`config.mk`:
```
export PLATFORM = sky130hd
export DESIGN_NAME = lcd_page_frame_command_streamer
export DESIGN_NICKNAME = d
export VERILOG_FILES = /design/src/rtl/core/lpfcs_pkg.sv /design/src/rtl/core/lcd_page_frame_command_streamer.sv /design/src/rtl/core/lpfcs_regs.sv /design/src/rtl/core/lpfcs_front.sv /design/src/rtl/core/lpfcs_fifo.sv /design/src/rtl/core/lpfcs_back.sv
export SDC_FILE = /design/constraint.sdc
export NUM_CORES = 1
export LEC_CHECK = 0
export ABC_AREA = 0
export BUFFER_PORTS_ARGS = -buffer_cell sky130_fd_sc_hd__buf_2
export CAP_MARGIN = 15
export CORE_MARGIN = 2
export CORE_UTILIZATION = 54
export CTS_CLUSTER_SIZE = 12
export DETAILED_ROUTE_END_ITERATION = 10
export PLACE_DENSITY = 0.83
export SYNTH_ARGS = -nofsm -noshare
export SYNTH_HDL_FRONTEND = slang
export SYNTH_SLANG_ARGS = --single-unit
```
`constraint.sdc`:
```
create_clock -name clk -period 2.9 [get_ports clk]
set_input_delay 0.29 -clock clk [delete_from_list [all_inputs] [get_ports clk]]
set_output_delay 0.29 -clock clk [all_outputs]
set_load 0.01 [all_outputs]
```
`src/rtl/core/lpfcs_pkg.sv`:
```
// ============================================================================
// lpfcs_pkg
// Shared types, command codes and defaults for the LCD page frame streamer.
// ============================================================================
package lpfcs_pkg;

    // Geometry defaults
    localparam int COLUMNS_DEFAULT = 132;
    localparam int PAGES_DEFAULT   = 8;

    // Depth of the job queue between front and back
    localparam int JOBQ_DEPTH = 2;

    // Register map (index = paddr / 4)
    localparam int ADDR_W = 5;
    localparam logic [2:0] REG_PAGE_OFFSET = 3'd0;
    localparam logic [2:0] REG_CONTRAST    = 3'd1;
    localparam logic [2:0] REG_BIAS        = 3'd2;
    localparam logic [2:0] REG_REG_RATIO   = 3'd3;
    localparam logic [2:0] REG_INVERSE     = 3'd4;

    // Register reset values
    localparam logic [2:0] PAGE_OFFSET_RST = 3'd4;
    localparam logic [5:0] CONTRAST_RST    = 6'd28;
    localparam logic       BIAS_RST        = 1'b0;
    localparam logic [2:0] REG_RATIO_RST   = 3'd7;
    localparam logic       INVERSE_RST     = 1'b0;

    // Controller command bytes
    localparam logic [7:0] CMD_RESET       = 8'hE2;
    localparam logic [7:0] CMD_START_LINE  = 8'h40;
    localparam logic [7:0] CMD_ADC_NORMAL  = 8'hA0;
    localparam logic [7:0] CMD_COM_REVERSE = 8'hC8;
    localparam logic [7:0] CMD_BIAS        = 8'hA2;
    localparam logic [7:0] CMD_POWER_ALL   = 8'h2F;
    localparam logic [7:0] CMD_BOOSTER     = 8'hF8;
    localparam logic [7:0] CMD_BOOST_4X    = 8'h00;
    localparam logic [7:0] CMD_REG_RATIO   = 8'h20;
    localparam logic [7:0] CMD_VOLUME      = 8'h81;
    localparam logic [7:0] CMD_DISP_MODE   = 8'hA6;
    localparam logic [7:0] CMD_DISP_ON     = 8'hAF;
    localparam logic [7:0] CMD_PAGE_ADDR   = 8'hB0;
    localparam logic [7:0] CMD_COL_HIGH    = 8'h10;
    localparam logic [7:0] CMD_COL_LOW     = 8'h00;

    // Byte counts of the init and head jobs, minus one
    localparam logic [3:0] INIT_LAST_IDX = 4'd11;
    localparam logic [3:0] HEAD_LAST_IDX = 4'd3;

    // Job kinds
    localparam logic [1:0] JOB_INIT  = 2'd0;
    localparam logic [1:0] JOB_HEAD  = 2'd1;
    localparam logic [1:0] JOB_PIXEL = 2'd2;

    typedef struct packed {
        logic [1:0] kind;
        logic [2:0] page;
        logic [7:0] pixel;
    } job_t;

    typedef struct packed {
        logic [2:0] page_offset;
        logic [5:0] contrast_level;
        logic       bias_select;
        logic [2:0] regulation_ratio;
        logic       inverse_display;
    } cfg_t;

endpackage

```
`src/rtl/core/lcd_page_frame_command_streamer.sv`:
```
// ============================================================================
// lcd_page_frame_command_streamer
// Byte streamer for a page-organised LCD controller: init sequence and
// frame-buffer bytes with page and column commands, each with an A0 flag.
// ============================================================================
// Usage:
//   Requests enter through push/full (req_type, pixel_byte); a request is
//   taken on a clock edge with push high and full low. Output beats leave
//   through empty/pop (out_byte, is_data, last_of_run); last_of_run marks
//   the final beat of each request.
//   An init request yields 12 command beats and rewinds to page 0,
//   column 0. A pixel request yields one data beat, or four beats (page
//   address, column high, column low, data) at column 0.
//   The first beat of a request passes through the job queue and then the
//   output register. The back end emits one beat per cycle while the
//   receiver pops; the two-entry job queue lets the front take new
//   requests while the back end works.
//   When the receiver holds pop low, the output beat holds, the job queue
//   fills and full rises; nothing is dropped.
//   Reset clears the position, the queue and the output; the registers
//   return to their defaults. The user must write registers over the
//   APB port only while the block is idle, which it does not enforce.
// ============================================================================
module lcd_page_frame_command_streamer
#(
    parameter int COLUMNS = lpfcs_pkg::COLUMNS_DEFAULT,
    parameter int PAGES   = lpfcs_pkg::PAGES_DEFAULT
)
(
    input  logic                         clk,
    input  logic                         rst_n,
    input  logic                         push,
    output logic                         full,
    input  logic                         req_type,
    input  logic [7:0]                   pixel_byte,
    output logic                         empty,
    input  logic                         pop,
    output logic [7:0]                   out_byte,
    output logic                         is_data,
    output logic                         last_of_run,
    input  logic                         psel,
    input  logic                         penable,
    input  logic                         pwrite,
    input  logic [lpfcs_pkg::ADDR_W-1:0] paddr,
    input  logic [31:0]                  pwdata,
    output logic [31:0]                  prdata,
    output logic                         pready
);

    lpfcs_pkg::cfg_t cfg;
    lpfcs_pkg::job_t front_job;
    lpfcs_pkg::job_t back_job;
    logic            accept;
    logic            job_empty;
    logic            job_pop;

    assign accept = push && !full;

    lpfcs_regs u_regs
    (
        .clk     (clk),
        .rst_n   (rst_n),
        .psel    (psel),
        .penable (penable),
        .pwrite  (pwrite),
        .paddr   (paddr),
        .pwdata  (pwdata),
        .prdata  (prdata),
        .pready  (pready),
        .cfg     (cfg)
    );

    lpfcs_front
    #(
        .COLUMNS (COLUMNS),
        .PAGES   (PAGES)
    )
    u_front
    (
        .clk         (clk),
        .rst_n       (rst_n),
        .accept      (accept),
        .req_type    (req_type),
        .pixel_byte  (pixel_byte),
        .page_offset (cfg.page_offset),
        .job         (front_job)
    );

    lpfcs_fifo
    #(
        .DEPTH (lpfcs_pkg::JOBQ_DEPTH)
    )
    u_jobq
    (
        .clk   (clk),
        .rst_n (rst_n),
        .push  (push),
        .wdata (front_job),
        .full  (full),
        .pop   (job_pop),
        .rdata (back_job),
        .empty (job_empty)
    );

    lpfcs_back u_back
    (
        .clk         (clk),
        .rst_n       (rst_n),
        .cfg         (cfg),
        .job         (back_job),
        .job_empty   (job_empty),
        .job_pop     (job_pop),
        .out_byte    (out_byte),
        .is_data     (is_data),
        .last_of_run (last_of_run),
        .empty       (empty),
        .pop         (pop)
    );

endmodule

```
`src/rtl/core/lpfcs_regs.sv`:
```
// ============================================================================
// lpfcs_regs
// APB-style configuration registers; always ready, reads return the value.
// ============================================================================
module lpfcs_regs
(
    input  logic                         clk,
    input  logic                         rst_n,
    input  logic                         psel,
    input  logic                         penable,
    input  logic                         pwrite,
    input  logic [lpfcs_pkg::ADDR_W-1:0] paddr,
    input  logic [31:0]                  pwdata,
    output logic [31:0]                  prdata,
    output logic                         pready,
    output lpfcs_pkg::cfg_t              cfg
);

    lpfcs_pkg::cfg_t cfg_reg;
    lpfcs_pkg::cfg_t cfg_next;
    logic [2:0]      reg_idx;
    logic            wr_en;

    assign pready  = 1'b1;
    assign reg_idx = paddr[4:2];
    assign wr_en   = psel && penable && pwrite;
    assign cfg     = cfg_reg;

    // Decode write beat
    always_comb
    begin
        cfg_next = cfg_reg;
        if (wr_en)
        begin
            unique case (reg_idx)
                lpfcs_pkg::REG_PAGE_OFFSET: cfg_next.page_offset      = pwdata[2:0];
                lpfcs_pkg::REG_CONTRAST:    cfg_next.contrast_level   = pwdata[5:0];
                lpfcs_pkg::REG_BIAS:        cfg_next.bias_select      = pwdata[0];
                lpfcs_pkg::REG_REG_RATIO:   cfg_next.regulation_ratio = pwdata[2:0];
                lpfcs_pkg::REG_INVERSE:     cfg_next.inverse_display  = pwdata[0];
                default:                    cfg_next = cfg_reg;
            endcase
        end
    end

    always_ff @(posedge clk or negedge rst_n)
    begin
        if (!rst_n)
        begin
            cfg_reg.page_offset      <= lpfcs_pkg::PAGE_OFFSET_RST;
            cfg_reg.contrast_level   <= lpfcs_pkg::CONTRAST_RST;
            cfg_reg.bias_select      <= lpfcs_pkg::BIAS_RST;
            cfg_reg.regulation_ratio <= lpfcs_pkg::REG_RATIO_RST;
            cfg_reg.inverse_display  <= lpfcs_pkg::INVERSE_RST;
        end
        else
        begin
            cfg_reg <= cfg_next;
        end
    end

    // Read mux
    always_comb
    begin
        unique case (reg_idx)
            lpfcs_pkg::REG_PAGE_OFFSET: prdata = {29'd0, cfg_reg.page_offset};
            lpfcs_pkg::REG_CONTRAST:    prdata = {26'd0, cfg_reg.contrast_level};
            lpfcs_pkg::REG_BIAS:        prdata = {31'd0, cfg_reg.bias_select};
            lpfcs_pkg::REG_REG_RATIO:   prdata = {29'd0, cfg_reg.regulation_ratio};
            lpfcs_pkg::REG_INVERSE:     prdata = {31'd0, cfg_reg.inverse_display};
            default:                    prdata = 32'd0;
        endcase
    end

endmodule

```
`src/rtl/core/lpfcs_front.sv`:
```
// ============================================================================
// lpfcs_front
// Accepts requests, tracks the frame position and classifies each request
// into a job for the back end.
// ============================================================================
module lpfcs_front
#(
    parameter int COLUMNS = lpfcs_pkg::COLUMNS_DEFAULT,
    parameter int PAGES   = lpfcs_pkg::PAGES_DEFAULT
)
(
    input  logic              clk,
    input  logic              rst_n,
    input  logic              accept,
    input  logic              req_type,
    input  logic [7:0]        pixel_byte,
    input  logic [2:0]        page_offset,
    output lpfcs_pkg::job_t   job
);

    localparam logic [3:0] PAGES_W4   = 4'(PAGES);
    localparam logic [8:0] COLUMNS_W9 = 9'(COLUMNS);

    logic [7:0] column_count_reg;
    logic [7:0] column_count_next;
    logic [2:0] page_count_reg;
    logic [2:0] page_count_next;

    logic [2:0] page_cur;
    logic [3:0] offset_mod;
    logic [3:0] page_sum;
    logic [3:0] disp_page;
    logic [8:0] col_inc;
    logic [3:0] page_inc;

    // Reduce the offset below PAGES by repeated subtraction
    always_comb
    begin
        offset_mod = {1'b0, page_offset};
        for (int i = 0; i < 7; i++)
        begin
            if (offset_mod >= PAGES_W4)
                offset_mod = offset_mod - PAGES_W4;
        end
    end

    // Display page: sum stays below twice PAGES, so one subtract wraps it
    assign page_cur  = ({1'b0, page_count_reg} >= PAGES_W4) ? 3'd0 : page_count_reg;
    assign page_sum  = {1'b0, page_cur} + offset_mod;
    assign disp_page = (page_sum >= PAGES_W4) ? (page_sum - PAGES_W4) : page_sum;

    // Classify the request
    always_comb
    begin
        job.pixel = pixel_byte;
        job.page  = disp_page[2:0];
        if (!req_type)
            job.kind = lpfcs_pkg::JOB_INIT;
        else if (column_count_reg == 8'd0)
            job.kind = lpfcs_pkg::JOB_HEAD;
        else
            job.kind = lpfcs_pkg::JOB_PIXEL;
    end

    // Advance the frame position
    assign col_inc  = {1'b0, column_count_reg} + 9'd1;
    assign page_inc = {1'b0, page_cur} + 4'd1;

    always_comb
    begin
        column_count_next = column_count_reg;
        page_count_next   = page_count_reg;
        if (accept)
        begin
            if (!req_type)
            begin
                column_count_next = 8'd0;
                page_count_next   = 3'd0;
            end
            else if (col_inc >= COLUMNS_W9)
            begin
                column_count_next = 8'd0;
                page_count_next   = (page_inc >= PAGES_W4) ? 3'd0 : page_inc[2:0];
            end
            else
            begin
                column_count_next = col_inc[7:0];
                page_count_next   = page_cur;
            end
        end
    end

    always_ff @(posedge clk or negedge rst_n)
    begin
        if (!rst_n)
        begin
            column_count_reg <= 8'd0;
            page_count_reg   <= 3'd0;
        end
        else
        begin
            column_count_reg <= column_count_next;
            page_count_reg   <= page_count_next;
        end
    end

endmodule

```
`src/rtl/core/lpfcs_fifo.sv`:
```
// ============================================================================
// lpfcs_fifo
// Short job queue between the front and back ends.
// ============================================================================
module lpfcs_fifo
#(
    parameter int DEPTH = lpfcs_pkg::JOBQ_DEPTH
)
(
    input  logic              clk,
    input  logic              rst_n,
    input  logic              push,
    input  lpfcs_pkg::job_t   wdata,
    output logic              full,
    input  logic              pop,
    output lpfcs_pkg::job_t   rdata,
    output logic              empty
);

    localparam int PTR_W = (DEPTH > 1) ? $clog2(DEPTH) : 1;
    localparam int CNT_W = $clog2(DEPTH + 1);
    localparam logic [CNT_W-1:0] DEPTH_C = CNT_W'(DEPTH);
    localparam logic [PTR_W-1:0] LAST_P  = PTR_W'(DEPTH - 1);

    lpfcs_pkg::job_t  mem [DEPTH];
    logic [PTR_W-1:0] wr_ptr_reg;
    logic [PTR_W-1:0] wr_ptr_next;
    logic [PTR_W-1:0] rd_ptr_reg;
    logic [PTR_W-1:0] rd_ptr_next;
    logic [CNT_W-1:0] count_reg;
    logic [CNT_W-1:0] count_next;
    logic             do_push;
    logic             do_pop;

    assign full    = (count_reg == DEPTH_C);
    assign empty   = (count_reg == '0);
    assign do_push = push && !full;
    assign do_pop  = pop && !empty;
    assign rdata   = mem[rd_ptr_reg];

    // Store pushed job
    always_ff @(posedge clk)
    begin
        if (do_push)
            mem[wr_ptr_reg] <= wdata;
    end

    // Advance pointers and count
    always_comb
    begin
        wr_ptr_next = wr_ptr_reg;
        rd_ptr_next = rd_ptr_reg;
        count_next  = count_reg;
        if (do_push)
            wr_ptr_next = (wr_ptr_reg == LAST_P) ? '0 : wr_ptr_reg + 1'b1;
        if (do_pop)
            rd_ptr_next = (rd_ptr_reg == LAST_P) ? '0 : rd_ptr_reg + 1'b1;
        if (do_push && !do_pop)
            count_next = count_reg + 1'b1;
        else if (do_pop && !do_push)
            count_next = count_reg - 1'b1;
    end

    always_ff @(posedge clk or negedge rst_n)
    begin
        if (!rst_n)
        begin
            wr_ptr_reg <= '0;
            rd_ptr_reg <= '0;
            count_reg  <= '0;
        end
        else
        begin
            wr_ptr_reg <= wr_ptr_next;
            rd_ptr_reg <= rd_ptr_next;
            count_reg  <= count_next;
        end
    end

endmodule

```
`src/rtl/core/lpfcs_back.sv`:
```
// ============================================================================
// lpfcs_back
// Expands each job into its byte sequence in an output register that
// the receiver drains, one byte per cycle while the receiver pops.
// ============================================================================
module lpfcs_back
(
    input  logic              clk,
    input  logic              rst_n,
    input  lpfcs_pkg::cfg_t   cfg,
    input  lpfcs_pkg::job_t   job,
    input  logic              job_empty,
    output logic              job_pop,
    output logic [7:0]        out_byte,
    output logic              is_data,
    output logic              last_of_run,
    output logic              empty,
    input  logic              pop
);

    logic [3:0] idx_reg;
    logic [3:0] idx_next;
    logic       valid_reg;
    logic       valid_next;
    logic [7:0] byte_reg;
    logic       data_reg;
    logic       last_reg;

    logic [7:0] sel_byte;
    logic       sel_data;
    logic       sel_last;
    logic [7:0] init_byte;
    logic [7:0] head_byte;
    logic       slot_free;
    logic       load;

    // Init sequence byte
    always_comb
    begin
        unique case (idx_reg)
            4'd0:    init_byte = lpfcs_pkg::CMD_RESET;
            4'd1:    init_byte = lpfcs_pkg::CMD_START_LINE;
            4'd2:    init_byte = lpfcs_pkg::CMD_ADC_NORMAL;
            4'd3:    init_byte = lpfcs_pkg::CMD_COM_REVERSE;
            4'd4:    init_byte = lpfcs_pkg::CMD_BIAS | {7'd0, cfg.bias_select};
            4'd5:    init_byte = lpfcs_pkg::CMD_POWER_ALL;
            4'd6:    init_byte = lpfcs_pkg::CMD_BOOSTER;
            4'd7:    init_byte = lpfcs_pkg::CMD_REG_RATIO | {5'd0, cfg.regulation_ratio};
            4'd8:    init_byte = lpfcs_pkg::CMD_VOLUME;
            4'd9:    init_byte = {2'd0, cfg.contrast_level};
            4'd10:   init_byte = lpfcs_pkg::CMD_DISP_MODE | {7'd0, cfg.inverse_display};
            default: init_byte = lpfcs_pkg::CMD_DISP_ON;
        endcase
    end

    // Page start header, then the data byte
    always_comb
    begin
        unique case (idx_reg[1:0])
            2'd0:    head_byte = lpfcs_pkg::CMD_PAGE_ADDR | {5'd0, job.page};
            2'd1:    head_byte = lpfcs_pkg::CMD_COL_HIGH;
            2'd2:    head_byte = lpfcs_pkg::CMD_COL_LOW;
            default: head_byte = job.pixel;
        endcase
    end

    // Select byte by job kind
    always_comb
    begin
        unique case (job.kind)
            lpfcs_pkg::JOB_INIT:
            begin
                sel_byte = init_byte;
                sel_last = (idx_reg == lpfcs_pkg::INIT_LAST_IDX);
                sel_data = 1'b0;
            end
            lpfcs_pkg::JOB_HEAD:
            begin
                sel_byte = head_byte;
                sel_last = (idx_reg == lpfcs_pkg::HEAD_LAST_IDX);
                sel_data = sel_last;
            end
            default:
            begin
                sel_byte = job.pixel;
                sel_last = 1'b1;
                sel_data = 1'b1;
            end
        endcase
    end

    assign slot_free = !valid_reg || pop;
    assign load      = slot_free && !job_empty;
    assign job_pop   = load && sel_last;

    // Step through the job and hold the output slot
    always_comb
    begin
        idx_next   = idx_reg;
        valid_next = valid_reg;
        if (slot_free)
            valid_next = !job_empty;
        if (load)
            idx_next = sel_last ? 4'd0 : idx_reg + 4'd1;
    end

    always_ff @(posedge clk or negedge rst_n)
    begin
        if (!rst_n)
        begin
            idx_reg   <= 4'd0;
            valid_reg <= 1'b0;
        end
        else
        begin
            idx_reg   <= idx_next;
            valid_reg <= valid_next;
        end
    end

    // Capture the output beat
    always_ff @(posedge clk)
    begin
        if (load)
        begin
            byte_reg <= sel_byte;
            data_reg <= sel_data;
            last_reg <= sel_last;
        end
    end

    assign out_byte    = byte_reg;
    assign is_data     = data_reg;
    assign last_of_run = last_reg;
    assign empty       = !valid_reg;

endmodule
```
# After elaboration in Yosys (flattened, before gate mapping)
# Memories as Yosys holds them, arrays and structs flattened.
# Cells that the tools add are included.
# totals
reg_bits,44
ramBits,26
inputBits,53
output_inout_bits,45
word_cells,96
n_memories,1
# op_classes
add_sub_neg,9
magnitude_cmp,3
n_eq_ne,20
n_mux,21
reduce_logical,27
# memory_table
name,words,word_bits,read_ports,rd_clocked_by_memory_dff,wr,line,source
u_jobq.mem,2,13,1,0,1,lpfcs_fifo.sv:25,lpfcs_pkg::job_t mem [DEPTH];
# ops
operator,count
one-hot mux 8 bit (11 select lines),1
one-hot mux 6 bit (5 select lines),1
one-hot mux 8 bit (3 select lines),1
equality test 4 x 3 -> 1 bit (second input constant),4
equality test 4 bit (second input constant),4
two-way mux 8 bit,2
one-hot mux 8 bit (2 select lines),1
two-way mux 3 bit,4
AND reduction 2 bit,6
adder 8 x 1 -> 9 bit (second input constant),1
>= comparator 9 x 8 -> 1 bit (second input constant),1
equality test 4 x 2 -> 1 bit (second input constant),2
>= comparator 4 bit (second input constant),2
logical AND 1 bit,8
zero test 8 bit,1
two-way mux 2 bit,4
equality test 3 x 2 -> 1 bit (second input constant),2
zero test 2 bit,3
zero test 1 bit,5
adder 3 x 1 -> 4 bit (second input constant),1
adder 3 x 3 -> 4 bit,1
adder 4 x 1 -> 4 bit (second input constant),1
equality test 2 x 1 -> 1 bit (second input constant),2
equality test 2 bit (second input constant),2
other kinds (15),20

# Logic depth before layout (Yosys ltp)
# Gate-level depths: netlist (run 1).
# logic_depth
depth_word,8
mapped_depth,8
depth_no_buf,8

# Cells and area by module
# Synthesis (run 1) repeated with hierarchy kept, for this count alone.
# hier_totals
cells_unflattened,382
hier_area_um2,4241.6
# modules_own_cells
module,instances,cells_each,area_per_inst_um2,seq_area_each_um2
lpfcs_fifo,1,59,1168.6,880.8
lpfcs_back,1,126,1142.3,425.4
lpfcs_front,1,109,967.2,275.3
lpfcs_regs,1,87,949.7,359.1
lcd_page_frame_command_streamer,1,1,13.8,0.0

# Worst setup path after synthesis (run 1)
# OpenSTA, ideal clock, no wires.
# synth_path
path_type,register to register
from,reg u_front.column_count_reg[0]
to,reg u_front.page_count_reg[0]
setup_time_ns,0.125
t_arrival_ns,1.955
t_required_ns,2.775
setup_slack_ns,0.820
stages_incl_launch_ff,8
n_path_buf,0
period_less_slack_ns,2.080
cell_sequence,dfrtp_1 ha_1 and3_1 and3_4 mux2i_1 and4_4 a211oi_4 mux2_4
# synth_between
elab_chain_len,4
# synth_lines
element,line,source
"start, declared",lpfcs_front.sv:24,logic [7:0] column_count_reg;
"start signal, assigned",lpfcs_front.sv:102,column_count_reg <= column_count_next;
adder 8 x 1 -> 9 bit,lpfcs_front.sv:66,"assign col_inc = {1'b0, column_count_reg} + 9'd1;"
>= comparator 9 x 8 -> 1 bit,lpfcs_front.sv:80,else if (col_inc >= COLUMNS_W9)
inequality test 2 x 1 -> 1 bit (no source line),-,
AND reduction 2 bit (no source line),-,
"end signal, assigned",lpfcs_front.sv:103,page_count_reg <= page_count_next;
"end, declared",lpfcs_front.sv:26,logic [2:0] page_count_reg;
# No other way between the ends.
# A chain may end at the register's enable or synchronous reset.

# Worst setup path in the final report (run 1)
# layout_path
from,reg u_front.column_count_reg[0]
to,reg u_front.column_count_reg[3]
# layout_between
elab_chain_len,4
# layout_lines
element,line,source
adder 8 x 1 -> 9 bit *,lpfcs_front.sv:66,
>= comparator 9 x 8 -> 1 bit,lpfcs_front.sv:80,
two-way mux 8 bit *,lpfcs_front.sv:80,
two-way mux 8 bit *,lpfcs_front.sv:75,if (!req_type)
# Every way passes the cells marked *; elsewhere a longest branch is shown, timed or not.

==> parameters.txt, run 1 <==
Parameter                              Value

Status
  Result of the run ... complete, no violations

Run
  Max-cap viol count ... 0

Synth
  Sequential share of the synthesized area ... 48.6%
  #FFs+latches synth ... 70
  Ranking of synthesized cells by area ... sky130_fd_sc_hd__edfxtp_1, sky130_fd_sc_hd__dfrtp_1, sky130_fd_sc_hd__mux2_2, sky130_fd_sc_hd__buf_4, sky130_fd_sc_hd__dfstp_2
  Most instantiated library cell after synthesis ... sky130_fd_sc_hd__edfxtp_1
  Netlist area before placement ... 3990 um2
  Synthesized instance count ... 377
  Post-synthesis cell type with the largest combined area ... sky130_fd_sc_hd__edfxtp_1
  Ys flop type ... sky130_fd_sc_hd__edfxtp_1
  Asr flop ratio synth ... 48.6%
  Yosys warnings ... 0
  Top cell type's share of synthesized area ... between 20 and 30%
  Number of synthesized flops with an enable pin ... 36
  Synth unique cells ... 57
  Mean post-synth cell area ... 10.6 um2
  Top post-synthesis cells by count ... sky130_fd_sc_hd__edfxtp_1, sky130_fd_sc_hd__buf_4, sky130_fd_sc_hd__dfrtp_1, sky130_fd_sc_hd__nand2_1, sky130_fd_sc_hd__nor2_1

Route
  Post-Route WL ... about 7.7 mm
  Initial DRC Count ... ~140
  Average via count per standard cell ... 5.53
  WL/cell ... about 15 um
  Drt first pass iters ... 5
  Vias after detailed routing ... 2,880
  Residual antenna-violating net count after detailed routing ... 0
  Residual DRC count ... 0

Critical path
  WS Path Type ... register to register
  Required @ worst endpoint ... 3.15 ns
  Critical Path AT ... 2.61 ns
  Startpoint of the most critical register-to-register path ... u_front.column_count_reg[0]
  Sort of element at the start of the critical path ... register
  Kind of end point of the critical path ... register
  R2r setup slk ... approximately 0.55 ns
  Depth of the worst register-to-register path ... 7
  Worst Path Max Fanout ... 8
  Critical Path Start ... u_front.column_count_reg[0]
  Capture point of the worst reg-to-reg path ... u_front.column_count_reg[3]

Clock network
  Root Buffer ... sky130_fd_sc_hd__clkbuf_8
  # clock sinks ... 70
  Clock tree from TritonCTS ... built
  CTS Buf Count ... 9
  Worst-case clock buffer depth ... 2
  Buffers inserted by post-CTS timing repair ... 0
  Post-CTS resize count ... 0
  Post-CTS Hold Fix Bufs ... 0
  Clock transition at the registers of the reported paths ... approximately 0.080 ns
  Skew-Pair Late Insertion Delay ... 0.36 ns
  CTS HTree Levels ... 3

Global routing
  Overall Global Routing Usage ... 19.8%
  Wire length of the first global-routing pass ... between 10 and 15 mm
  Antenna violations before repair ... 0
  Congestion Overflow GR ... 0
  Pin count of the biggest net entering global routing ... 35
  Number of global-route vias before repair ... 2,702

Layout
  Ant. Diodes ... 0
  Layout fillers ... just over 600
  Nets ... 481
  Area growth from synthesis to final layout ... 10.8%
  Share of cells above drive strength 1 ... 23.9%
  Layout Cells excl Fill ... 521
  Flip-flop count of the largest register, all copies and words added ... 26

Placement
  Final HPWL DP ... between 5 and 6 mm
  Number of buffer cells added on primary ports ... 42
  Placed instance count ... approximately 510
  Placer's final routability congestion estimate ... around 0.95

STA
  Setup repair after global routing missed its margin ... no
  Transition at the pin with the smallest max-transition slack ... 0.792 ns
  Max Transition Viols Final ... 0
  Crit share post-route ... 81.2%
  Max Clk Rate ... 425 MHz
  Setup violators final ... 0
  Relative max-transition margin ... a little under half
  Shortest clock period the worst path allows after layout ... 2.35 ns
  Worst hold slack ... roughly 0.0064 ns
  Worst clock skew on the final layout ... between 0.008 and 0.009 ns
  Endpoints failing hold ... 0
  Setup TNS ... 0 ns

Power
  Total power divided by cell area ... 939 nW/um2
  Combinational share of power ... 38.9%
  Cell-internal power ... 0.00264 W
  Sw Ratio ... about 36%
  Share of power burned in the clock network ... 21.4%
  Total net switching power ... 0.00151 W
  Largest vdd supply drop ... between 0.5 and 0.6 mV
  Leakage power figure ... 1.86 nW
  Sequential share of power ... 39.6%

Floorplan
  Height of the die ... 90.0 um
  I/O Pins ... 98
  Area of the core ... 7210 um2
  Effective utilization at floorplan ... 55.3%
  Die outline area ... 8090 um2
  Rows ... 31
  Die X ... 90.0 um

Min path
  Class of the tightest hold or removal check ... input pin to asynchronous set/reset pin
-- power groups by stage --
| stage | combinational (W) | clock (W) | sequential (W) |
|---|---|---|---|
| finish | 0.00162 | 0.000890 | 0.00165 |
| CTS | 0.00162 | 0.000903 | 0.00164 |
| detailed placement | 0.00160 | 0 | 0.00167 |
| floorplan | 0.00116 | 0 | 0.00166 |
| global route | 0.00180 | 0.000948 | 0.00169 |
| global placement | 0.00157 | 0 | 0.00165 |
-- worst max-delay path, stage by stage, from the launching register on --
cell,delay (ns)
sky130_fd_sc_hd__dfrtp_1,0.44
sky130_fd_sc_hd__ha_1,0.32
sky130_fd_sc_hd__or2_2,0.32
sky130_fd_sc_hd__o21ai_0,0.14
sky130_fd_sc_hd__a222oi_1,0.14
sky130_fd_sc_hd__o311ai_2,0.42
sky130_fd_sc_hd__nand2_1,0.19
sky130_fd_sc_hd__o32ai_1,0.27
-- metrics by stage --
stage / total power [W] / util [%] / instance area [um2] / worst slack [ns]
6_report: 0.00415 / 61.3 / 4420 / 0.545
5_1_grt: 0.00444 / 61.3 / 4420 / 0.381
4_1_cts: 0.00416 / 61.3 / 4420 / 0.564
3_5_place_dp: 0.00327 / 58.2 / 4200 / 0.592
3_3_place_gp: 0.00321 / 58.2 / 4200 / 0.674
2_1_floorplan: 0.00282 / - / 4090 / 0.820
-- worst max-delay path by stage --
stage                                              to  slack [ns]  depth (start not counted)
final                     u_front.column_count_reg[3]        0.55                          7
after global routing      u_front.column_count_reg[3]        0.38                          7
after CTS                 u_front.column_count_reg[3]        0.56                          7
after detailed placement  u_front.column_count_reg[3]        0.59                          7
after global placement      u_front.page_count_reg[0]        0.67                          7
after floorplan             u_front.page_count_reg[0]        0.82                          7
-- area by class of cell --
type                            count  area, um2  area share [%]
Clock buffer                        9        124            2.80
Multi-Input combinational cell    267       1790            40.5
Timing Repair Buffer               50        270            6.11
Tap cell                           99        124            2.80
Clock inverter                      7        103            2.32
Sequential cell                    70       1940            43.9
Inverter                           19       71.3            1.61
-- placed cells by master, fill, tap and decap left out, types with 7 or more instances in the layout --
cell type / Yosys / layout
sky130_fd_sc_hd__nor3_1: 9 / 9
sky130_fd_sc_hd__ha_1: 10 / 10
sky130_fd_sc_hd__conb_1: 2 / 27
sky130_fd_sc_hd__mux2i_1: 10 / 10
sky130_fd_sc_hd__edfxtp_1: 36 / 36
sky130_fd_sc_hd__clkbuf_8: 0 / 9
sky130_fd_sc_hd__nand3_1: 12 / 12
sky130_fd_sc_hd__o21ai_0: 13 / 13
sky130_fd_sc_hd__dfrtp_1: 27 / 27
sky130_fd_sc_hd__mux2_2: 20 / 20
sky130_fd_sc_hd__dfstp_2: 7 / 7
sky130_fd_sc_hd__a31oi_1: 8 / 8
sky130_fd_sc_hd__buf_4: 28 / 8
sky130_fd_sc_hd__nor2_1: 23 / 23
sky130_fd_sc_hd__inv_1: 19 / 19
sky130_fd_sc_hd__a21oi_1: 15 / 15
sky130_fd_sc_hd__nand2b_1: 10 / 10
sky130_fd_sc_hd__nand2_1: 24 / 24
sky130_fd_sc_hd__buf_2: 5 / 42
-- layer usage --
metal / share of wire [%] / wire (um) / track usage, %
met5: 0 / 0 / 0
met4: 1.7 / 129 / 7.82
met3: 5.3 / 405 / 4.44
met2: 50 / 3820 / 32.0
met1: 43 / 3340 / 26.1
-- cell families after synthesis --
logic type	Yosys count	share of synthesized area, %
buf+inv	65	8.90
fa+ha+maj	11	3.64
simple gates	106	13.6
mux	32	8.87
compound gates	82	14.2
other cells	2	0.188
xor+xnor	9	1.97
flops	70	48.6
No activity file was read; power rests on OpenSTA's default activity.
==> run 2: changes to the inputs <==
- ABC_AREA: 0 -> 1
- CORE_UTILIZATION: 54 -> 53
- PLACE_DENSITY: 0.83 -> 0.82
- clock period: 2.9 -> 2.35 ns (I/O delays scaled with it)
==> run 2 against run 1 <==
Count of clock-buffer cells in the layout did not move. Clock power up 9.6%. First-iteration DRC count rose by 21%. Power is 17% higher. Wire length is 1.6% lower. Sequential share of layout area grew 2.1 points. Sequential power increased by 23%. Synthesized cell count rose by 14%. Critical endpoint is now u_jobq.count_reg[1]. Largest cell class unchanged. Highest routed layer unchanged.
==> parameters.txt, run 2 <==
Parameter                              Value

Synth
  Adder-cell area share of the yosys netlist ... 3.82% (was 3.64%)
  Mean post-synth cell area ... 8.88 um2 (was 10.6 um2)
  Number of synthesized flops with an enable pin ... 36 (unchanged)
  Simple-gate area share of the yosys netlist ... 21.0% (was 13.6%)
  Post-synthesis cell type with the largest combined area ... sky130_fd_sc_hd__edfxtp_1 (unchanged)
  #FFs+latches synth ... 70 (unchanged)
  Most instantiated library cell after synthesis ... sky130_fd_sc_hd__nand2_1 (was sky130_fd_sc_hd__edfxtp_1)
  Ranking of synthesized cells by area ... sky130_fd_sc_hd__edfxtp_1, sky130_fd_sc_hd__dfrtp_1, sky130_fd_sc_hd__nand2_1, sky130_fd_sc_hd__buf_4, sky130_fd_sc_hd__dfstp_2 (was sky130_fd_sc_hd__edfxtp_1, sky130_fd_sc_hd__dfrtp_1, sky130_fd_sc_hd__mux2_2, sky130_fd_sc_hd__buf_4, sky130_fd_sc_hd__dfstp_2)
  Combinational family with the most area after synthesis ... simple AND/OR/NAND/NOR gates (was compound AO/OA/AOI/OAI gates)
  Synth unique cells ... 41 (was 57)
  Top cell type's share of synthesized area ... 28.5% (was 27.1%)
  Synthesized instance count ... 428 (was 377)
  Yosys warnings ... 0 (unchanged)
  Asr flop ratio synth ... 48.6% (unchanged)
  Ys flop type ... sky130_fd_sc_hd__edfxtp_1 (unchanged)
  Share of the synthesized area in compound gates (AO/OA/AOI/OAI) ... 9.85% (was 14.2%)
  Top post-synthesis cells by count ... sky130_fd_sc_hd__nand2_1, sky130_fd_sc_hd__inv_1, sky130_fd_sc_hd__edfxtp_1, sky130_fd_sc_hd__nor2_1 (was sky130_fd_sc_hd__edfxtp_1, sky130_fd_sc_hd__buf_4, sky130_fd_sc_hd__dfrtp_1, sky130_fd_sc_hd__nand2_1, sky130_fd_sc_hd__nor2_1)
  Sequential share of the synthesized area ... 51.1% (was 48.6%)
  Netlist area before placement ... 3800 um2 (was 3990 um2)
  Mux cell area share after synthesis ... 0.527% (was 8.87%)
  Post-Synth XOR/XNOR Area ... 1.84% (was 1.97%)

Layout
  Area growth from synthesis to final layout ... 11.1% (was 10.8%)
  Layout fillers ... 596 (was 617)
  Layout Cells excl Fill ... 577 (was 521)
  Sequential cell area ... 1940 um2 (unchanged)
  Share of cells above drive strength 1 ... 18.5% (was 23.9%)
  Multi-input gate area ... 1510 um2 (was 1790 um2)
  Most frequent cells in the layout ... sky130_fd_sc_hd__nand2_1, sky130_fd_sc_hd__inv_1, sky130_fd_sc_hd__buf_2 (was sky130_fd_sc_hd__buf_2, sky130_fd_sc_hd__edfxtp_1, sky130_fd_sc_hd__conb_1, sky130_fd_sc_hd__dfrtp_1, sky130_fd_sc_hd__nand2_1)
  Nets ... 540 (was 481)
  Ant. Diodes ... 0 (unchanged)
  Most common cell after layout, fill and taps aside ... sky130_fd_sc_hd__nand2_1 (was sky130_fd_sc_hd__buf_2)
  Share of the core filled with cells in the final layout ... 61.5% (was 61.3%)
  Flip-flop count of the largest register, all copies and words added ... 26 (unchanged)

Critical path
  Largest stage delay on the critical path ... 0.47 ns (was 0.44 ns)
  Worst Path Max Fanout ... 12 (was 8)
  Cell family contributing the most delay on the critical path ... simple AND/OR/NAND/NOR gates (was compound AO/OA/AOI/OAI gates)
  Critical path cell sequence ... inv_2 > or2_1 > o21ai_2 > nand3_1 > nand3_2 > nand2_2 > ha_1 > a21oi_1 > o21ai_0 > xor2_1 (was ha_1 > or2_2 > o21ai_0 > a222oi_1 > o311ai_2 > nand2_1 > o32ai_1)
  WS Path Type ... register to register (unchanged)
  Kind of end point of the critical path ... register (unchanged)
  Required @ worst endpoint ... 2.57 ns (was 3.15 ns)
  Crit-path slowest cell ... sky130_fd_sc_hd__dfrtp_1 (unchanged)
  Critical Path AT ... 2.41 ns (was 2.61 ns)
  Number of buffers and inverters on the critical path ... 1 (was 0)
  Sort of element at the start of the critical path ... register (unchanged)

Clock network
  Worst-case clock buffer depth ... 2 (unchanged)
  Skew-Pair Late Insertion Delay ... 0.35 ns (was 0.36 ns)
  Clock transition at the registers of the reported paths ... 0.08 ns (about the same)
  CTS HTree Levels ... 3 (unchanged)
  # clock sinks ... 70 (unchanged)
  Post-CTS resize count ... 0 (unchanged)
  Buffers inserted by post-CTS timing repair ... 0 (unchanged)
  Clock tree from TritonCTS ... built (unchanged)
  Post-CTS Hold Fix Bufs ... 1 (was 0)
  Root Buffer ... sky130_fd_sc_hd__clkbuf_8 (unchanged)
  CTS Buf Count ... 9 (unchanged)

STA
  Shortest clock period the worst path allows after layout ... 2.19 ns (was 2.35 ns)
  Setup repair after global routing missed its margin ... no (unchanged)
  Max Transition Viols Final ... 0 (unchanged)
  Setup violators final ... 0 (unchanged)
  Worst clock skew on the final layout ... 0.00974 ns (was 0.00884 ns)
  Relative max-transition margin ... 48.3% (was 46.8%)
  Endpoints failing hold ... 0 (unchanged)
  Max Clk Rate ... 457 MHz (was 425 MHz)
  Crit share post-route ... 93.1% (was 81.2%)
  Transition at the pin with the smallest max-transition slack ... 0.775 ns (was 0.792 ns)
  Setup TNS ... 0 ns (unchanged)

Power
  Total chip power ... 0.00486 W (was 0.00415 W)
  Leakage power figure ... 2.01 nW (was 1.86 nW)
  Largest vdd supply drop ... 0.449 mV (was 0.577 mV)
  Total power divided by cell area ... 1150 nW/um2 (was 939 nW/um2)

Placement
  Number of buffer cells added on primary ports ... 42 (unchanged)
  Placed instance count ... 560 (was 505)
  Final HPWL DP ... 5.58 mm (was 5.46 mm)
  Placer's final routability congestion estimate ... 0.952 (was 0.953)

Global routing
  Congestion Overflow GR ... 0 (unchanged)
  Overall Global Routing Usage ... 20.5% (was 19.8%)
  Wire length of the first global-routing pass ... 12.2 mm (was 12.9 mm)
  Antenna violations before repair ... 0 (unchanged)
  Number of global-route vias before repair ... 2,687 (was 2,702)
  Pin count of the biggest net entering global routing ... 35 (unchanged)

Floorplan
  Effective utilization at floorplan ... 55.3% (about the same)
  Rows ... 30 (was 31)
  Height of the die ... 88.7 um (was 90.0 um)
  Area of the core ... 6870 um2 (was 7210 um2)
  Die outline area ... 7860 um2 (was 8090 um2)
  Die X ... 88.7 um (was 90.0 um)
  I/O Pins ... 98 (unchanged)

Min path
  Class of the tightest hold or removal check ... input pin to register (was input pin to asynchronous set/reset pin)

Route
  Initial DRC Count ... 172 (was 142)
  Drt first pass iters ... 5 (unchanged)
  Average via count per standard cell ... 5.00 (was 5.53)
  Residual DRC count ... 0 (unchanged)
  WL/cell ... 13.1 um (was 14.8 um)
  Residual antenna-violating net count after detailed routing ... 0 (unchanged)
  Vias after detailed routing ... 2,887 (was 2,880)
  Post-Route WL ... 7.57 mm (was 7.69 mm)

Status
  Result of the run ... complete, no violations (unchanged)

Run
  Max-cap viol count ... 0 (unchanged)
[run 2: cell types whose count changed in the layout (fill, tap and decap cells not counted), moves of 11 or more]
| cell | delta |
|---|---|
| sky130_fd_sc_hd__nor2_1 | +12 |
| sky130_fd_sc_hd__nand2_1 | +85 |
| sky130_fd_sc_hd__mux2_2 | -20 |
| sky130_fd_sc_hd__inv_1 | +30 |
| sky130_fd_sc_hd__nand3_1 | +11 |
[run 2: per-layer routing]
metal  vias up  wire (um)  GRT usage, %
li1       1451          -             -
met1      1325       3380          26.2
met2        99       3690          34.2
met3        12        357          3.54
met4         0        141          9.37
met5         -          0             0
[run 2: cells by family (layout without fill, tap and decap cells)]
group	count (synthesis)	count (layout)
XOR/XNOR	8	8
buffers and inverters	88	116
other	2	27
AO/OA/AOI/OAI	58	58
flip-flops	70	70
AND/OR/NAND/NOR	189	189
adder cells (fa/ha/maj)	11	11
multiplexers	2	2
[run 2: worst paths after layout]
kind                                    from                  end  slack [ns]  depth (start not counted)
setup / recovery           u_jobq.rd_ptr_reg  u_jobq.count_reg[1]        0.16                         10
hold / removal                 pixel_byte[1]     u_jobq.mem[1][1]        0.07                          1
setup reg to reg           u_jobq.rd_ptr_reg  u_jobq.count_reg[1]        0.16                         10
hold reg to reg                u_regs.cfg[1]        u_regs.cfg[1]        0.52                          2
max in group asynchronous              rst_n  u_jobq.count_reg[1]        1.36                          2
min in group asynchronous              rst_n        u_regs.cfg[6]        0.49                          2
[run 2: stage by stage]
| stage | worst slack (ns) | instance area (um2) | hold slack [ns] |
|---|---|---|---|
| final | 0.162 | 4220 | 0.0657 |
| after floorplan | 0.461 | 3890 | -0.0606 |
| after detailed placement | 0.178 | 4010 | 0.364 |
| after global placement | 0.258 | 4010 | 0.336 |
| after CTS | 0.155 | 4220 | 0.0559 |
| after global routing | 0.0118 | 4220 | 0.0472 |
[run 2: cell type report]
type	count	area share, %
Clock inverter	7	1.78
Tap cell	96	2.85
Clock buffer	9	2.93
Multi-Input combinational cell	295	35.7
Inverter	52	4.62
Timing Repair Buffer	48	6.11
Sequential cell	70	46.0
[run 2: report_power, final]
| group | total, W | internal, W | leakage [nW] | switching [W] |
|---|---|---|---|---|
| combinational | 0.00185 | 0.000652 | 1.16 | 0.00120 |
| sequential | 0.00203 | 0.00181 | 0.762 | 0.000228 |
| clock | 0.000975 | 0.000491 | 0.0914 | 0.000485 |
==> run 3: changes to the inputs <==
- ABC_AREA: 1 -> 0
- CORE_UTILIZATION: 53 -> 54
- PLACE_DENSITY: 0.82 -> 0.83
==> run 3 against run 2 <==
Sequential cell count unchanged. Count of clock-buffer cells in the layout up 1. Sequential share of layout area decreased by 2.2 points. Cell count is 8.5% lower. Combinational power rose by 9%. Non-clock buffer count is 9 higher. Power rose by 2.5%. Setup slack lost 0.017 ns. First-iteration DRC count fell by 10%. Largest cell class unchanged.
==> parameters.txt, run 3 (synthesis results as in run 1) <==
Parameter                              Value

Route
  Top routing layer in use ... met4 (unchanged)
  Post-Route WL ... 7.81 mm (was 7.57 mm)
  Average via count per standard cell ... 5.55 (was 5.00)
  Residual DRC count ... 0 (unchanged)
  Initial DRC Count ... 154 (was 172)
  Residual antenna-violating net count after detailed routing ... 0 (unchanged)
  WL/cell ... 14.8 um (was 13.1 um)
  Vias after detailed routing ... 2,930 (was 2,887)
  Met1 WL ... 3.20 mm (was 3.38 mm)
  Drt first pass iters ... 4 (was 5)
  Sum of met3 wire segment lengths after detailed routing ... 484 um (was 357 um)
  Metal2 WL ... 3.87 mm (was 3.69 mm)

Floorplan
  Die X ... 90.0 um (was 88.7 um)
  Effective utilization at floorplan ... 55.3% (about the same)
  Height of the die ... 90.0 um (was 88.7 um)
  Die outline area ... 8090 um2 (was 7860 um2)
  I/O Pins ... 98 (unchanged)
  Area of the core ... 7210 um2 (was 6870 um2)
  Rows ... 31 (was 30)

Layout
  Most frequent cells in the layout ... sky130_fd_sc_hd__buf_2, sky130_fd_sc_hd__edfxtp_1, sky130_fd_sc_hd__conb_1, sky130_fd_sc_hd__dfrtp_1, sky130_fd_sc_hd__nand2_1 (was sky130_fd_sc_hd__nand2_1, sky130_fd_sc_hd__inv_1, sky130_fd_sc_hd__buf_2)
  Layout fillers ... 591 (was 596)
  Layout Cells excl Fill ... 528 (was 577)
  Area growth from synthesis to final layout ... 11.0% (was 11.1%)
  Most common cell after layout, fill and taps aside ... sky130_fd_sc_hd__buf_2 (was sky130_fd_sc_hd__nand2_1)
  Ant. Diodes ... 0 (unchanged)
  Flip-flop count of the largest register, all copies and words added ... 26 (unchanged)
  Share of cells above drive strength 1 ... 24.2% (was 18.5%)
  Nets ... 488 (was 540)

Status
  Result of the run ... complete, no violations (unchanged)

Power
  Total power divided by cell area ... 1120 nW/um2 (was 1150 nW/um2)
  Largest vdd supply drop ... 0.520 mV (was 0.449 mV)
  Leakage power figure ... 1.87 nW (was 2.01 nW)

Placement
  Placer's final routability congestion estimate ... 0.913 (was 0.952)
  Placed instance count ... 511 (was 560)
  Final HPWL DP ... 5.73 mm (was 5.58 mm)
  Number of buffer cells added on primary ports ... 42 (unchanged)

STA
  Transition at the pin with the smallest max-transition slack ... 0.768 ns (was 0.775 ns)
  Relative max-transition margin ... 48.8% (was 48.3%)
  Setup repair after global routing missed its margin ... no (unchanged)
  Crit share post-route ... 93.9% (was 93.1%)
  Setup TNS ... 0 ns (unchanged)
  Shortest clock period the worst path allows after layout ... 2.21 ns (was 2.19 ns)
  Worst hold slack ... 0.0726 ns (was 0.0657 ns)
  Max Transition Viols Final ... 0 (unchanged)
  Max Clk Rate ... 453 MHz (was 457 MHz)
  Worst clock skew on the final layout ... 0.00399 ns (was 0.00974 ns)
  Setup violators final ... 0 (unchanged)
  Endpoints failing hold ... 0 (unchanged)

Critical path
  Required @ worst endpoint ... 2.59 ns (was 2.57 ns)
  WS Path Type ... register to register (unchanged)
  Worst Path Max Fanout ... 7 (was 12)
  Sort of element at the start of the critical path ... register (unchanged)
  Critical Path AT ... 2.44 ns (was 2.41 ns)
  Kind of end point of the critical path ... register (unchanged)

Clock network
  # clock sinks ... 70 (unchanged)
  Root Buffer ... sky130_fd_sc_hd__clkbuf_8 (unchanged)
  Clock transition at the registers of the reported paths ... 0.07 ns (was 0.08 ns)
  Skew-Pair Late Insertion Delay ... 0.35 ns (about the same)
  Clock tree from TritonCTS ... built (unchanged)
  CTS Buf Count ... 9 (unchanged)
  CTS HTree Levels ... 3 (unchanged)
  Worst-case clock buffer depth ... 2 (unchanged)

Global routing
  Antenna violations before repair ... 0 (unchanged)
  Congestion Overflow GR ... 0 (unchanged)
  Overall Global Routing Usage ... 20.2% (was 20.5%)
  Pin count of the biggest net entering global routing ... 35 (unchanged)
  Number of global-route vias before repair ... 2,773 (was 2,687)
  Wire length of the first global-routing pass ... 13.0 mm (was 12.2 mm)

Min path
  Class of the tightest hold or removal check ... input pin to register (unchanged)

Run
  Max-cap viol count ... 0 (unchanged)
-- run 3: changes by cell type in the layout (fill, tap and decap cells not counted), sizes merged, moves of 7 or more --
cell,before,now
inv,52,19
nand2,111,24
nor2,38,23
nand3,24,12
nand2b,0,10
o21ai,25,16
mux2,0,21
a31oi,1,8
mux2i,2,11
buf,47,56
-- run 3: area by class of cell --
| class | instances | area (um2) | share of cell area [%] |
|---|---|---|---|
| clock inverters | 6 | 52.6 | 1.19 |
| well taps | 99 | 124 | 2.80 |
| repair buffers | 57 | 325 | 7.34 |
| inverters | 19 | 71.3 | 1.61 |
| flip-flops and latches | 70 | 1940 | 43.8 |
| multi-input cells | 267 | 1790 | 40.4 |
| clock buffers | 10 | 128 | 2.88 |
-- run 3: worst paths after layout --
check / slack [ns] / endpoint / cells past startpoint / startpoint
max: 0.14 / u_front.page_count_reg[0] / 7 / u_front.column_count_reg[0]
min: 0.07 / u_jobq.mem[1][1] / 1 / pixel_byte[1]
max reg2reg: 0.14 / u_front.page_count_reg[0] / 7 / u_front.column_count_reg[0]
min reg2reg: 0.50 / u_back.valid_reg / 2 / u_back.valid_reg
max in group asynchronous: 1.37 / u_front.column_count_reg[2] / 2 / rst_n
min in group asynchronous: 0.49 / u_regs.cfg[10] / 2 / rst_n
-- run 3: timing repair --
action | in CTS | in global routing
endpoints found under the hold margin | 27 | 0
buffers inserted | 0 | 0
endpoints found under the setup margin | 0 | 2
hold buffers | 1 | 0
resized for setup | 0 | 1
-- run 3: metrics by stage --
stage                     total power, W  worst slack, ns  utilization [%]  cell area (um2)
after floorplan                  0.00348            0.270                -             4090
after global placement           0.00399            0.196             58.8             4240
after detailed placement         0.00408            0.161             58.8             4240
after CTS                        0.00499            0.134             61.4             4430
after global routing             0.00533           0.0432             61.4             4430
final                            0.00498            0.144             61.4             4430
-- run 3: critical path, cell delays in order, from the launching register on --
cell	delay, ns
sky130_fd_sc_hd__dfrtp_1	0.44
sky130_fd_sc_hd__ha_1	0.27
sky130_fd_sc_hd__and3_1	0.21
sky130_fd_sc_hd__and3_4	0.20
sky130_fd_sc_hd__mux2i_1	0.12
sky130_fd_sc_hd__and4_4	0.21
sky130_fd_sc_hd__a211oi_4	0.32
sky130_fd_sc_hd__mux2_4	0.33
-- run 3: power by group --
group / switching (W) / internal, W
combinational: 0.00114 / 0.000879
sequential: 0.000249 / 0.00180
clock: 0.000434 / 0.000477
-- run 3: routing by layer --
metal | track usage, % | vias up
li1 | - | 1412
met1 | 25.1 | 1386
met2 | 33.1 | 111
met3 | 4.78 | 21
met4 | 10.5 | 0
met5 | 0 | -
